--- src/rgbcvt_pkg.sv ---
// ----------------------------------------------------------------------------
// rgbcvt_pkg - shared types and tables for the RGB pixel format converter
// Format codes, per-format channel layouts and the reciprocal constants
// that turn the rounding divide by a channel maximum into one multiply.
// ----------------------------------------------------------------------------
package rgbcvt_pkg;

    localparam int PIX_W   = 32;
    localparam int CHAN_W  = 8;
    localparam int POS_W   = 5;
    localparam int CW_W    = 4;
    localparam int NB_W    = 3;
    localparam int PROD_W  = 16;
    localparam int RECIP_W = 25;
    localparam int RECIP_K = 24;
    localparam int NCHAN   = 4;

    // Configuration register indexes
    localparam logic [1:0] CFG_SOURCE_FORMAT = 2'd0;
    localparam logic [1:0] CFG_DEST_FORMAT   = 2'd1;

    // Format codes
    localparam logic [7:0] FMT_R8G8B8   = 8'd20;
    localparam logic [7:0] FMT_A8R8G8B8 = 8'd21;
    localparam logic [7:0] FMT_X8R8G8B8 = 8'd22;
    localparam logic [7:0] FMT_R5G6B5   = 8'd23;
    localparam logic [7:0] FMT_X1R5G5B5 = 8'd24;
    localparam logic [7:0] FMT_A1R5G5B5 = 8'd25;
    localparam logic [7:0] FMT_A4R4G4B4 = 8'd26;

    // ceil(2^24 / D): exact rounding-free quotient for every numerator below 2^16
    localparam logic [RECIP_W-1:0] RECIP_255 = RECIP_W'((33'h1000000 + 33'd254) / 33'd255);
    localparam logic [RECIP_W-1:0] RECIP_63  = RECIP_W'((33'h1000000 + 33'd62) / 33'd63);
    localparam logic [RECIP_W-1:0] RECIP_31  = RECIP_W'((33'h1000000 + 33'd30) / 33'd31);
    localparam logic [RECIP_W-1:0] RECIP_15  = RECIP_W'((33'h1000000 + 33'd14) / 33'd15);
    localparam logic [RECIP_W-1:0] RECIP_1   = RECIP_W'(33'h1000000);

    typedef struct packed {
        logic [CHAN_W-1:0] max;
        logic [CW_W-1:0]   width;
        logic [POS_W-1:0]  pos;
    } t_chan;

    typedef struct packed {
        logic              known;
        logic [NB_W-1:0]   nbytes;
        t_chan             r;
        t_chan             g;
        t_chan             b;
        t_chan             a;
    } t_layout;

    function automatic t_chan mk_chan(input logic [CHAN_W-1:0] max,
                                      input logic [CW_W-1:0] width,
                                      input logic [POS_W-1:0] pos);
        t_chan c;
        c.max   = max;
        c.width = width;
        c.pos   = pos;
        return c;
    endfunction

    function automatic t_layout fmt_layout(input logic [7:0] code);
        t_layout l;
        l.known  = 1'b1;
        l.nbytes = 3'd2;
        l.r = mk_chan(8'd0, 4'd0, 5'd0);
        l.g = mk_chan(8'd0, 4'd0, 5'd0);
        l.b = mk_chan(8'd0, 4'd0, 5'd0);
        l.a = mk_chan(8'd0, 4'd0, 5'd0);
        case (code)
            FMT_R8G8B8: begin
                l.nbytes = 3'd3;
                l.r = mk_chan(8'd255, 4'd8, 5'd16);
                l.g = mk_chan(8'd255, 4'd8, 5'd8);
                l.b = mk_chan(8'd255, 4'd8, 5'd0);
            end
            FMT_A8R8G8B8: begin
                l.nbytes = 3'd4;
                l.r = mk_chan(8'd255, 4'd8, 5'd16);
                l.g = mk_chan(8'd255, 4'd8, 5'd8);
                l.b = mk_chan(8'd255, 4'd8, 5'd0);
                l.a = mk_chan(8'd255, 4'd8, 5'd24);
            end
            FMT_X8R8G8B8: begin
                l.nbytes = 3'd4;
                l.r = mk_chan(8'd255, 4'd8, 5'd16);
                l.g = mk_chan(8'd255, 4'd8, 5'd8);
                l.b = mk_chan(8'd255, 4'd8, 5'd0);
            end
            FMT_R5G6B5: begin
                l.r = mk_chan(8'd31, 4'd5, 5'd11);
                l.g = mk_chan(8'd63, 4'd6, 5'd5);
                l.b = mk_chan(8'd31, 4'd5, 5'd0);
            end
            FMT_X1R5G5B5: begin
                l.r = mk_chan(8'd31, 4'd5, 5'd10);
                l.g = mk_chan(8'd31, 4'd5, 5'd5);
                l.b = mk_chan(8'd31, 4'd5, 5'd0);
            end
            FMT_A1R5G5B5: begin
                l.r = mk_chan(8'd31, 4'd5, 5'd10);
                l.g = mk_chan(8'd31, 4'd5, 5'd5);
                l.b = mk_chan(8'd31, 4'd5, 5'd0);
                l.a = mk_chan(8'd1, 4'd1, 5'd15);
            end
            FMT_A4R4G4B4: begin
                l.r = mk_chan(8'd15, 4'd4, 5'd8);
                l.g = mk_chan(8'd15, 4'd4, 5'd4);
                l.b = mk_chan(8'd15, 4'd4, 5'd0);
                l.a = mk_chan(8'd15, 4'd4, 5'd12);
            end
            default: begin
                l.known = 1'b0;
            end
        endcase
        return l;
    endfunction

    function automatic logic [RECIP_W-1:0] recip(input logic [CHAN_W-1:0] smax);
        logic [RECIP_W-1:0] m;
        case (smax)
            8'd255:  m = RECIP_255;
            8'd63:   m = RECIP_63;
            8'd31:   m = RECIP_31;
            8'd15:   m = RECIP_15;
            8'd1:    m = RECIP_1;
            default: m = '0;
        endcase
        return m;
    endfunction

    function automatic logic [PIX_W-1:0] byte_mask(input logic [NB_W-1:0] nbytes);
        logic [PIX_W-1:0] m;
        case (nbytes)
            3'd2:    m = 32'h0000_FFFF;
            3'd3:    m = 32'h00FF_FFFF;
            default: m = 32'hFFFF_FFFF;
        endcase
        return m;
    endfunction

endpackage

--- src/rgb_pixel_format_converter.sv ---
// ----------------------------------------------------------------------------
// rgb_pixel_format_converter - packed RGB pixel format conversion
// Converts pixels between seven packed RGB/ARGB formats with per-channel
// rounding rescale; unknown format codes flag an error and give zero.
// ----------------------------------------------------------------------------
//  channel  | signals                                   | handshake
//  ---------+-------------------------------------------+------------------
//  input    | i_pixel_in                                | i_valid / o_ready
//  output   | o_pixel_out, o_format_error               | o_valid / i_ready
//  config   | i_cfg_index, i_cfg_wdata                  | i_cfg_we (write)
//
//  From accept to result a pixel passes an input register, then the channel
//  rescale (one reciprocal multiply per channel) into the result register.
//  One pixel per cycle is sustained while the output is taken. A stall on
//  i_ready holds both stages; o_ready then drops only once the input register
//  is also full. Reset clears both valid flags and sets both format registers
//  to A8R8G8B8.
// ----------------------------------------------------------------------------
module rgb_pixel_format_converter (
    input  logic                         i_clk,
    input  logic                         i_rst_n,
    input  logic                         i_valid,
    output logic                         o_ready,
    input  logic [rgbcvt_pkg::PIX_W-1:0] i_pixel_in,
    output logic                         o_valid,
    input  logic                         i_ready,
    output logic [rgbcvt_pkg::PIX_W-1:0] o_pixel_out,
    output logic                         o_format_error,
    input  logic                         i_cfg_we,
    input  logic [1:0]                   i_cfg_index,
    input  logic [7:0]                   i_cfg_wdata
);
    import rgbcvt_pkg::*;

    logic [7:0]       r_src_fmt;
    logic [7:0]       r_dst_fmt;
    logic             r_s1_valid;
    logic [PIX_W-1:0] r_s1_pix;
    logic             r_out_valid;
    logic [PIX_W-1:0] r_out_pix;
    logic             r_out_err;

    logic             out_adv;
    logic             in_acc;
    t_layout          s_lay;
    t_layout          d_lay;
    logic [PIX_W-1:0] pix_m;
    logic             n_err;
    logic [PIX_W-1:0] n_pix;
    t_chan            src_ch [NCHAN];
    t_chan            dst_ch [NCHAN];
    logic [CHAN_W-1:0] ch_val [NCHAN];

    assign out_adv = !r_out_valid || i_ready;
    assign o_ready = !r_s1_valid || out_adv;
    assign in_acc  = i_valid && o_ready;

    always_ff @(posedge i_clk) begin
        if (!i_rst_n) begin
            r_src_fmt <= FMT_A8R8G8B8;
            r_dst_fmt <= FMT_A8R8G8B8;
        end else if (i_cfg_we) begin
            case (i_cfg_index)
                CFG_SOURCE_FORMAT: r_src_fmt <= i_cfg_wdata;
                CFG_DEST_FORMAT:   r_dst_fmt <= i_cfg_wdata;
                default: begin
                end
            endcase
        end
    end

    always_comb begin
        s_lay = fmt_layout(r_src_fmt);
        d_lay = fmt_layout(r_dst_fmt);
        pix_m = r_s1_pix & byte_mask(s_lay.nbytes);
        src_ch[0] = s_lay.r;
        src_ch[1] = s_lay.g;
        src_ch[2] = s_lay.b;
        src_ch[3] = s_lay.a;
        dst_ch[0] = d_lay.r;
        dst_ch[1] = d_lay.g;
        dst_ch[2] = d_lay.b;
        dst_ch[3] = d_lay.a;
    end

    for (genvar c = 0; c < NCHAN; c++) begin : g_chan
        rgbcvt_chan u_chan (
            .i_pix   (pix_m),
            .i_src   (src_ch[c]),
            .i_dst   (dst_ch[c]),
            .o_value (ch_val[c])
        );
    end

    always_comb begin
        n_err = !s_lay.known || !d_lay.known;
        n_pix = '0;
        if (n_err) begin
            n_pix = '0;
        end else if (r_src_fmt == r_dst_fmt) begin
            n_pix = pix_m;
        end else begin
            for (int c = 0; c < NCHAN; c++) begin
                n_pix = n_pix | (PIX_W'(ch_val[c]) << dst_ch[c].pos);
            end
            n_pix = n_pix & byte_mask(d_lay.nbytes);
        end
    end

    always_ff @(posedge i_clk) begin
        if (!i_rst_n) begin
            r_s1_valid  <= 1'b0;
            r_out_valid <= 1'b0;
        end else begin
            if (o_ready) begin
                r_s1_valid <= i_valid;
            end
            if (out_adv) begin
                r_out_valid <= r_s1_valid;
            end
        end
    end

    always_ff @(posedge i_clk) begin
        if (in_acc) begin
            r_s1_pix <= i_pixel_in;
        end
        if (out_adv && r_s1_valid) begin
            r_out_pix <= n_pix;
            r_out_err <= n_err;
        end
    end

    assign o_valid        = r_out_valid;
    assign o_pixel_out    = r_out_pix;
    assign o_format_error = r_out_err;

    // an error result carries a zero pixel
    a_err_zero: assert property (@(posedge i_clk) disable iff (!i_rst_n)
        r_out_valid && r_out_err |-> r_out_pix == '0)
        else $error("format error result with nonzero pixel");

    // a filled input stage moves on unless the output is stalled
    a_s1_advance: assert property (@(posedge i_clk) disable iff (!i_rst_n)
        r_s1_valid && !(r_out_valid && !i_ready) |=> r_out_valid)
        else $error("input stage did not advance to output");

    // reset empties the pipeline
    a_reset_empty: assert property (@(posedge i_clk)
        !i_rst_n |=> !r_out_valid && !r_s1_valid)
        else $error("pipeline not empty after reset");

endmodule

--- src/rgbcvt_chan.sv ---
// ----------------------------------------------------------------------------
// rgbcvt_chan - one color channel rescale
// Extracts a channel by shift and mask and rescales it to the destination
// range with rounding, using a reciprocal multiply for the divide.
// ----------------------------------------------------------------------------
module rgbcvt_chan (
    input  logic [rgbcvt_pkg::PIX_W-1:0]  i_pix,
    input  rgbcvt_pkg::t_chan             i_src,
    input  rgbcvt_pkg::t_chan             i_dst,
    output logic [rgbcvt_pkg::CHAN_W-1:0] o_value
);
    import rgbcvt_pkg::*;

    logic [CHAN_W-1:0]         v;
    logic [PROD_W-1:0]         num;
    logic [PROD_W+RECIP_W-1:0] prod;

    always_comb begin
        v    = CHAN_W'(i_pix >> i_src.pos) & i_src.max;
        // v * (2^w - 1) + smax/2, dmax is all ones so shift and subtract
        num  = (PROD_W'(v) << i_dst.width) - PROD_W'(v) + PROD_W'(i_src.max >> 1);
        prod = (PROD_W+RECIP_W)'(num) * (PROD_W+RECIP_W)'(recip(i_src.max));
        // missing source channel becomes full destination value
        if (i_src.max == '0) begin
            o_value = i_dst.max;
        end else begin
            o_value = prod[RECIP_K +: CHAN_W];
        end
    end

endmodule
--- config.mk ---
export PLATFORM = sky130hd
export DESIGN_NAME = rgb_pixel_format_converter
export DESIGN_NICKNAME = d
export VERILOG_FILES = /design/src/rgbcvt_pkg.sv /design/src/rgb_pixel_format_converter.sv /design/src/rgbcvt_chan.sv
export SDC_FILE = /design/constraint.sdc
export NUM_CORES = 1
export LEC_CHECK = 0
export BUFFER_PORTS_ARGS = -buffer_cell sky130_fd_sc_hd__buf_2
export CAP_MARGIN = 10
export CORE_MARGIN = 10
export CORE_UTILIZATION = 40
export CTS_BUF_LIST = sky130_fd_sc_hd__clkbuf_8
export CTS_CLUSTER_DIAMETER = 80
export DETAILED_ROUTE_END_ITERATION = 7
export PLACE_DENSITY = 0.62
export SYNTH_ARGS = -nofsm -noshare
export SYNTH_HDL_FRONTEND = slang
export SYNTH_HIERARCHICAL = 1
export SYNTH_SLANG_ARGS = --single-unit
export TNS_END_PERCENT = 1
--- constraint.sdc ---
create_clock -name i_clk -period 40.9 [get_ports i_clk]
set_input_delay 8.18 -clock i_clk [delete_from_list [all_inputs] [get_ports i_clk]]
set_output_delay 8.18 -clock i_clk [all_outputs]
set_load 0.05 [all_outputs]
==> metrics.csv, run 1 <==
stage;metric;value;unit
global_route;grt_pass1_wl;190800;um
clock_tree;clock_sinks;83;
clock_tree;hold_buffers;0;
floorplanning;start_util;0.4047;
setup_path;r2r-start;r_src_fmt[5]$_SDFFE_PN0P_;
sta;clock_skew;20.28;ps
route;final_antenna_net_count;0;
route;drt_pre_antenna_iters;6;
placement;placed_area;43290;um^2
clock_tree;post_cts_buffers;0;
route;num_vias;33400;
sta;max_freq;58.38;MHz
sta;setup_slack;23770;ps
sta;finalHoldViolations;0;
layout;multiInputGateArea;34630;um^2
floorplanning;core;102200;um^2
layout;antenna_cells;0;
global_route;grt_overflow_total;0;
global_route;track_usage;0.2038;
floorplanning;placementRows;117;
power_and_ir_drop;power_leakage;22.27;nW
setup_path;crit_start;i_ready;
layout;layout-area-overhead-vs-synth;5.092;%
floorplanning;die_w;341.5;um
setup_path;critPathCaptureType;primary output;
setup_path;path_max_fanout;4;
power_and_ir_drop;p_per_area;29.31;nW/um^2
placement;gp_congestion;0.9463;
sta;grt_setup_unrepaired;false;
sta;slew_headroom;0.1625;
logic_synthesis;ys_warn_count;6;
floorplanning;dieArea;116700;um^2
sta;tns;0;ps
logic_synthesis;synthCells;4611;
power_and_ir_drop;ir_drop;0.04351;mV
sta;maxSlewViolCount;0;
global_route;grt_pass1_vias;34130;
layout;seqCellArea;2312;um^2
clock_tree;insertion_delay;420;ps
layout;final_cell_mix;969 x inv_1, 696 x ha_1, 516 x fa_1, 403 x nor2_1, 208 x nand2_1;
setup_path;r2r_end;o_pixel_out[15]$_SDFFCE_PP0P_;
sta;min_period_over_period;0.4188;
setup_path;r2r_cells;50;
clock_tree;cts_max_level;3;
setup_path;crit_end;o_ready;
sta;setup_viol;0;
placement;portBuffers;81;
setup_path;start_kind;input port;
route;wl_per_cell;19.84;um
setup_path;worstPathRequired;32720;ps
layout;layout-drive-gt1-share;0.08783;
sta;period_needed;17130;ps
layout;fin_nets;5888;
clock_tree;cts_made_buffers;9;
min_path;hold_path.class;reg2reg;
job;maxCapViolCount;0;
clock_tree;max-clock-path-buffers;2;
placement;dp_cells;5986;
global_route;grt_max_degree;88;
layout;fillers;10220;
logic_synthesis;avgSynthCellArea;8.969;um^2
placement;place_worst_setup_slack;23770;ps
global_route;antenna_found_initial;5;
clock_tree;cts_tree;done;
setup_path;path_class;in2out;
clock_tree;ctsResizeCount;0;
layout;final_common_cell;inv_1;
route;drc;0;
layout;final_area;43460;um^2
sta;max_slew.worst_pin.slew;1243;ps
clock_tree;root_buffer;clkbuf_8;
route;viasPerCell;5.565;
route;first_iter_violations;2956;
logic_synthesis;syn_area;41360;um^2
setup_path;r2r_slack;24870;ps
floorplanning;die_h;341.5;um
placement;place_hpwl;97240;um
floorplanning;top_level_ports;82;
sta;whs;533.0;ps
outcome;status;finished clean;
route;drt_wl_total;119100;um
layout;instances_no_fill;6002;
setup_path;cp.arrival;8950;ps
clock_tree;clk_pin_slew_worst_paths;100;ps
critical path: stages:
cell	delay (ps)
buf_2	100
nor2b_1	310
nand2_1	130
buf_2	230
registers in the layout (all words and copies together) (netlist names):
name            count
o_format_error      1
o_pixel_out        32
o_valid             1
r_dst_fmt           8
r_s1_pix           32
r_s1_valid          1
r_src_fmt           8
layout make-up:
class,instances,share of cell area
clock buffers,9,0.002850
inverters,986,0.08547
clock inverters,7,0.001180
well taps,1368,0.03938
flip-flops and latches,83,0.05320
multi-input cells,3400,0.7968
repair buffers,149,0.02107
metrics by stage:
stage	utilization	total power, mW
global route	0.4253	1.389
finish	0.4253	1.274
global placement	0.4236	1.184
CTS	0.4253	1.257
floorplan	-	0.8324
detailed placement	0.4236	1.189
power breakdown:
part	leakage, nW	switching, mW	internal (mW)
sequential	0.778	0.00766	0.0985
combinational	21.4	0.731	0.376
clock	0.0822	0.0383	0.0223
routing by layer:
| metal | wire, um | vias up | GRT usage |
|---|---|---|---|
| met4 | 3015 | 8 | 0.04685 |
| met1 | 53770 | 16180 | 0.2905 |
| li1 | - | 15570 | - |
| met3 | 11440 | 194 | 0.04970 |
| met2 | 50810 | 1445 | 0.3082 |
| met5 | 51 | - | 0 |
worst min path at each step:
stage          cells after the start                   endpoint                       from  slack [ps]
3_5_place_dp                       1       o_valid$_SDFFE_PN0P_    r_s1_valid$_SDFFE_PN0N_         510
2_1_floorplan                      1       o_valid$_SDFFE_PN0P_    r_s1_valid$_SDFFE_PN0N_         480
6_report                           1       o_valid$_SDFFE_PN0P_    r_s1_valid$_SDFFE_PN0N_         530
3_3_place_gp                       2  r_src_fmt[4]$_SDFFE_PN1P_  r_src_fmt[4]$_SDFFE_PN1P_         500
5_1_grt                            2  r_src_fmt[4]$_SDFFE_PN1P_  r_src_fmt[4]$_SDFFE_PN1P_         570
4_1_cts                            1       o_valid$_SDFFE_PN0P_    r_s1_valid$_SDFFE_PN0N_         530
No activity file was read; power rests on OpenSTA's default activity.
==> run 2: changes to the inputs <==
ABC_AREA = 1   (was not set)
PLACE_DENSITY = 0.64   (was 0.62)
clock period = 15.48 ns   (was 40.9 ns; I/O delays follow)
==> metrics.csv, run 2 <==
stage;metric;value;unit
sta;slew_headroom;0.1944;
job;maxCapViolCount;0;
logic_synthesis;avgSynthCellArea;7.014;um^2
setup_path;r2r_cells;53;
route;num_vias;38670;
route;final_antenna_net_count;0;
logic_synthesis;syn_area;41760;um^2
route;drc;0;
layout;layout-area-overhead-vs-synth;5.321;%
sta;period_needed;13440;ps
route;drt_wl_total;134000;um
clock_tree;ctsResizeCount;0;
route;first_iter_violations;3591;
min_path;hold_path.class;reg2reg;
setup_path;path_class;reg2reg;
setup_path;cp.arrival;13650;ps
floorplanning;die_h;343.1;um
floorplanning;die_w;343.1;um
route;wl_per_cell;18.14;um
floorplanning;top_level_ports;82;
sta;tns;0;ps
logic_synthesis;synthCells;5954;
clock_tree;max-clock-path-buffers;2;
power_and_ir_drop;p_per_area;62.30;nW/um^2
clock_tree;insertion_delay;470;ps
setup_path;cpMostUsedCell;nand2_1;
global_route;antenna_found_initial;6;
min_path;min_path_cells;2;
sta;setup_viol;0;
sta;min_period_over_period;0.8685;
global_route;grt_pass1_vias;38780;
clock_tree;hold_buffers;0;
logic_synthesis;ys_warn_count;6;
global_route;grt_pass1_wl;213800;um
floorplanning;placementRows;118;
floorplanning;core;103600;um^2
clock_tree;post_cts_buffers;0;
setup_path;cp_slowest_cell;nor3_1;
route;viasPerCell;5.233;
sta;grt_setup_unrepaired;false;
sta;max_slew.worst_pin.slew;1204;ps
sta;finalHoldViolations;0;
placement;place_hpwl;112500;um
route;wl_met3;9508;um
setup_path;slowest_delay;880;ps
setup_path;path_max_fanout;16;
sta;clock_skew;23.48;ps
route;wl_met2;60830;um
route;wl_met1;59370;um
layout;final_cell_mix;1250 x nand2_1, 1247 x inv_1, 696 x ha_1, 633 x nor2_1, 596 x nand3_1;
power_and_ir_drop;ir_drop;0.06700;mV
route;drt_pre_antenna_iters;6;
floorplanning;start_util;0.4029;
clock_tree;cts_max_level;3;
floorplanning;dieArea;117700;um^2
power_and_ir_drop;power_leakage;24.68;nW
global_route;grt_max_degree;53;
clock_tree;clk_pin_slew_worst_paths;120;ps
sta;setup_slack;2035;ps
sta;max_freq;74.38;MHz
setup_path;worstPathRequired;15680;ps
global_route;grt_overflow_total;0;
clock_tree;root_buffer;clkbuf_8;
placement;portBuffers;81;
route;routed.top_layer;met5;
clock_tree;clock_sinks;83;
layout;final_common_cell;nand2_1;
setup_path;r2r_slack;2040;ps
placement;gp_congestion;0.9812;
clock_tree;cts_made_buffers;9;
global_route;track_usage;0.2275;
setup_path;critPathCaptureType;flip-flop;
placement;place_worst_setup_slack;2102;ps
clock_tree;cts_tree;done;
sta;maxSlewViolCount;0;
layout;layout-drive-gt1-share;0.04677;
layout;fin_nets;7262;
outcome;status;finished clean;
setup_path;start_kind;flip-flop;
-- run 2: path summary, 6_finish.rpt --
| kind | startpoint | to |
|---|---|---|
| worst max-delay path | r_src_fmt[7]$_SDFFE_PN0P_ | o_pixel_out[9]$_SDFFCE_PP0P_ |
| worst min-delay path | r_src_fmt[6]$_SDFFE_PN0P_ | r_src_fmt[6]$_SDFFE_PN0P_ |
| worst max register to register | r_src_fmt[7]$_SDFFE_PN0P_ | o_pixel_out[9]$_SDFFCE_PP0P_ |
| worst min register to register | r_src_fmt[6]$_SDFFE_PN0P_ | r_src_fmt[6]$_SDFFE_PN0P_ |
-- run 2: power by group --
group	internal [mW]	switching, mW
Combinational	0.623	1.65
Sequential	0.256	0.0184
Clock	0.0770	0.112
-- run 2: cell type report --
class,count,area (um^2)
Clock buffer,9,123.9
Tap cell,1380,1727
Sequential cell,83,2312
Inverter,1289,4848
Multi-Input combinational cell,4484,34070
Fill cell,10920,59660
Antenna cell,1,2.502
Clock inverter,7,80.08
Timing Repair Buffer,136,818.3
-- run 2: per-layer routing --
metal,GRT usage,vias up
li1,-,18720
met1,0.3085,18280
met2,0.3745,1384
met3,0.03117,277
met4,0.06540,4
met5,0,-
-- run 2: critical path: cells and delay by family (launching register included) --
kind	cells	cell delay [ps]
AOI/OAI and AO/OA	8	2040
buffers and inverters	9	1280
DFF	1	330
and+or+nand+nor	25	5110
xor gates and xnor gates	2	390
adders and majority gates	9	3990
-- run 2: stage by stage --
stage          hold slack, ps  cell area (um^2)  total power, mW  std cells  utilization
6_report                507.6             43980            2.740       7389       0.4244
3_3_place_gp            484.1             43780            2.485       7372       0.4224
2_1_floorplan           448.4             41920            1.783       5995            -
5_1_grt                 536.3             43980            2.974       7389       0.4244
3_5_place_dp            484.8             43780            2.489       7372       0.4224
4_1_cts                 503.6             43980            2.690       7388       0.4243
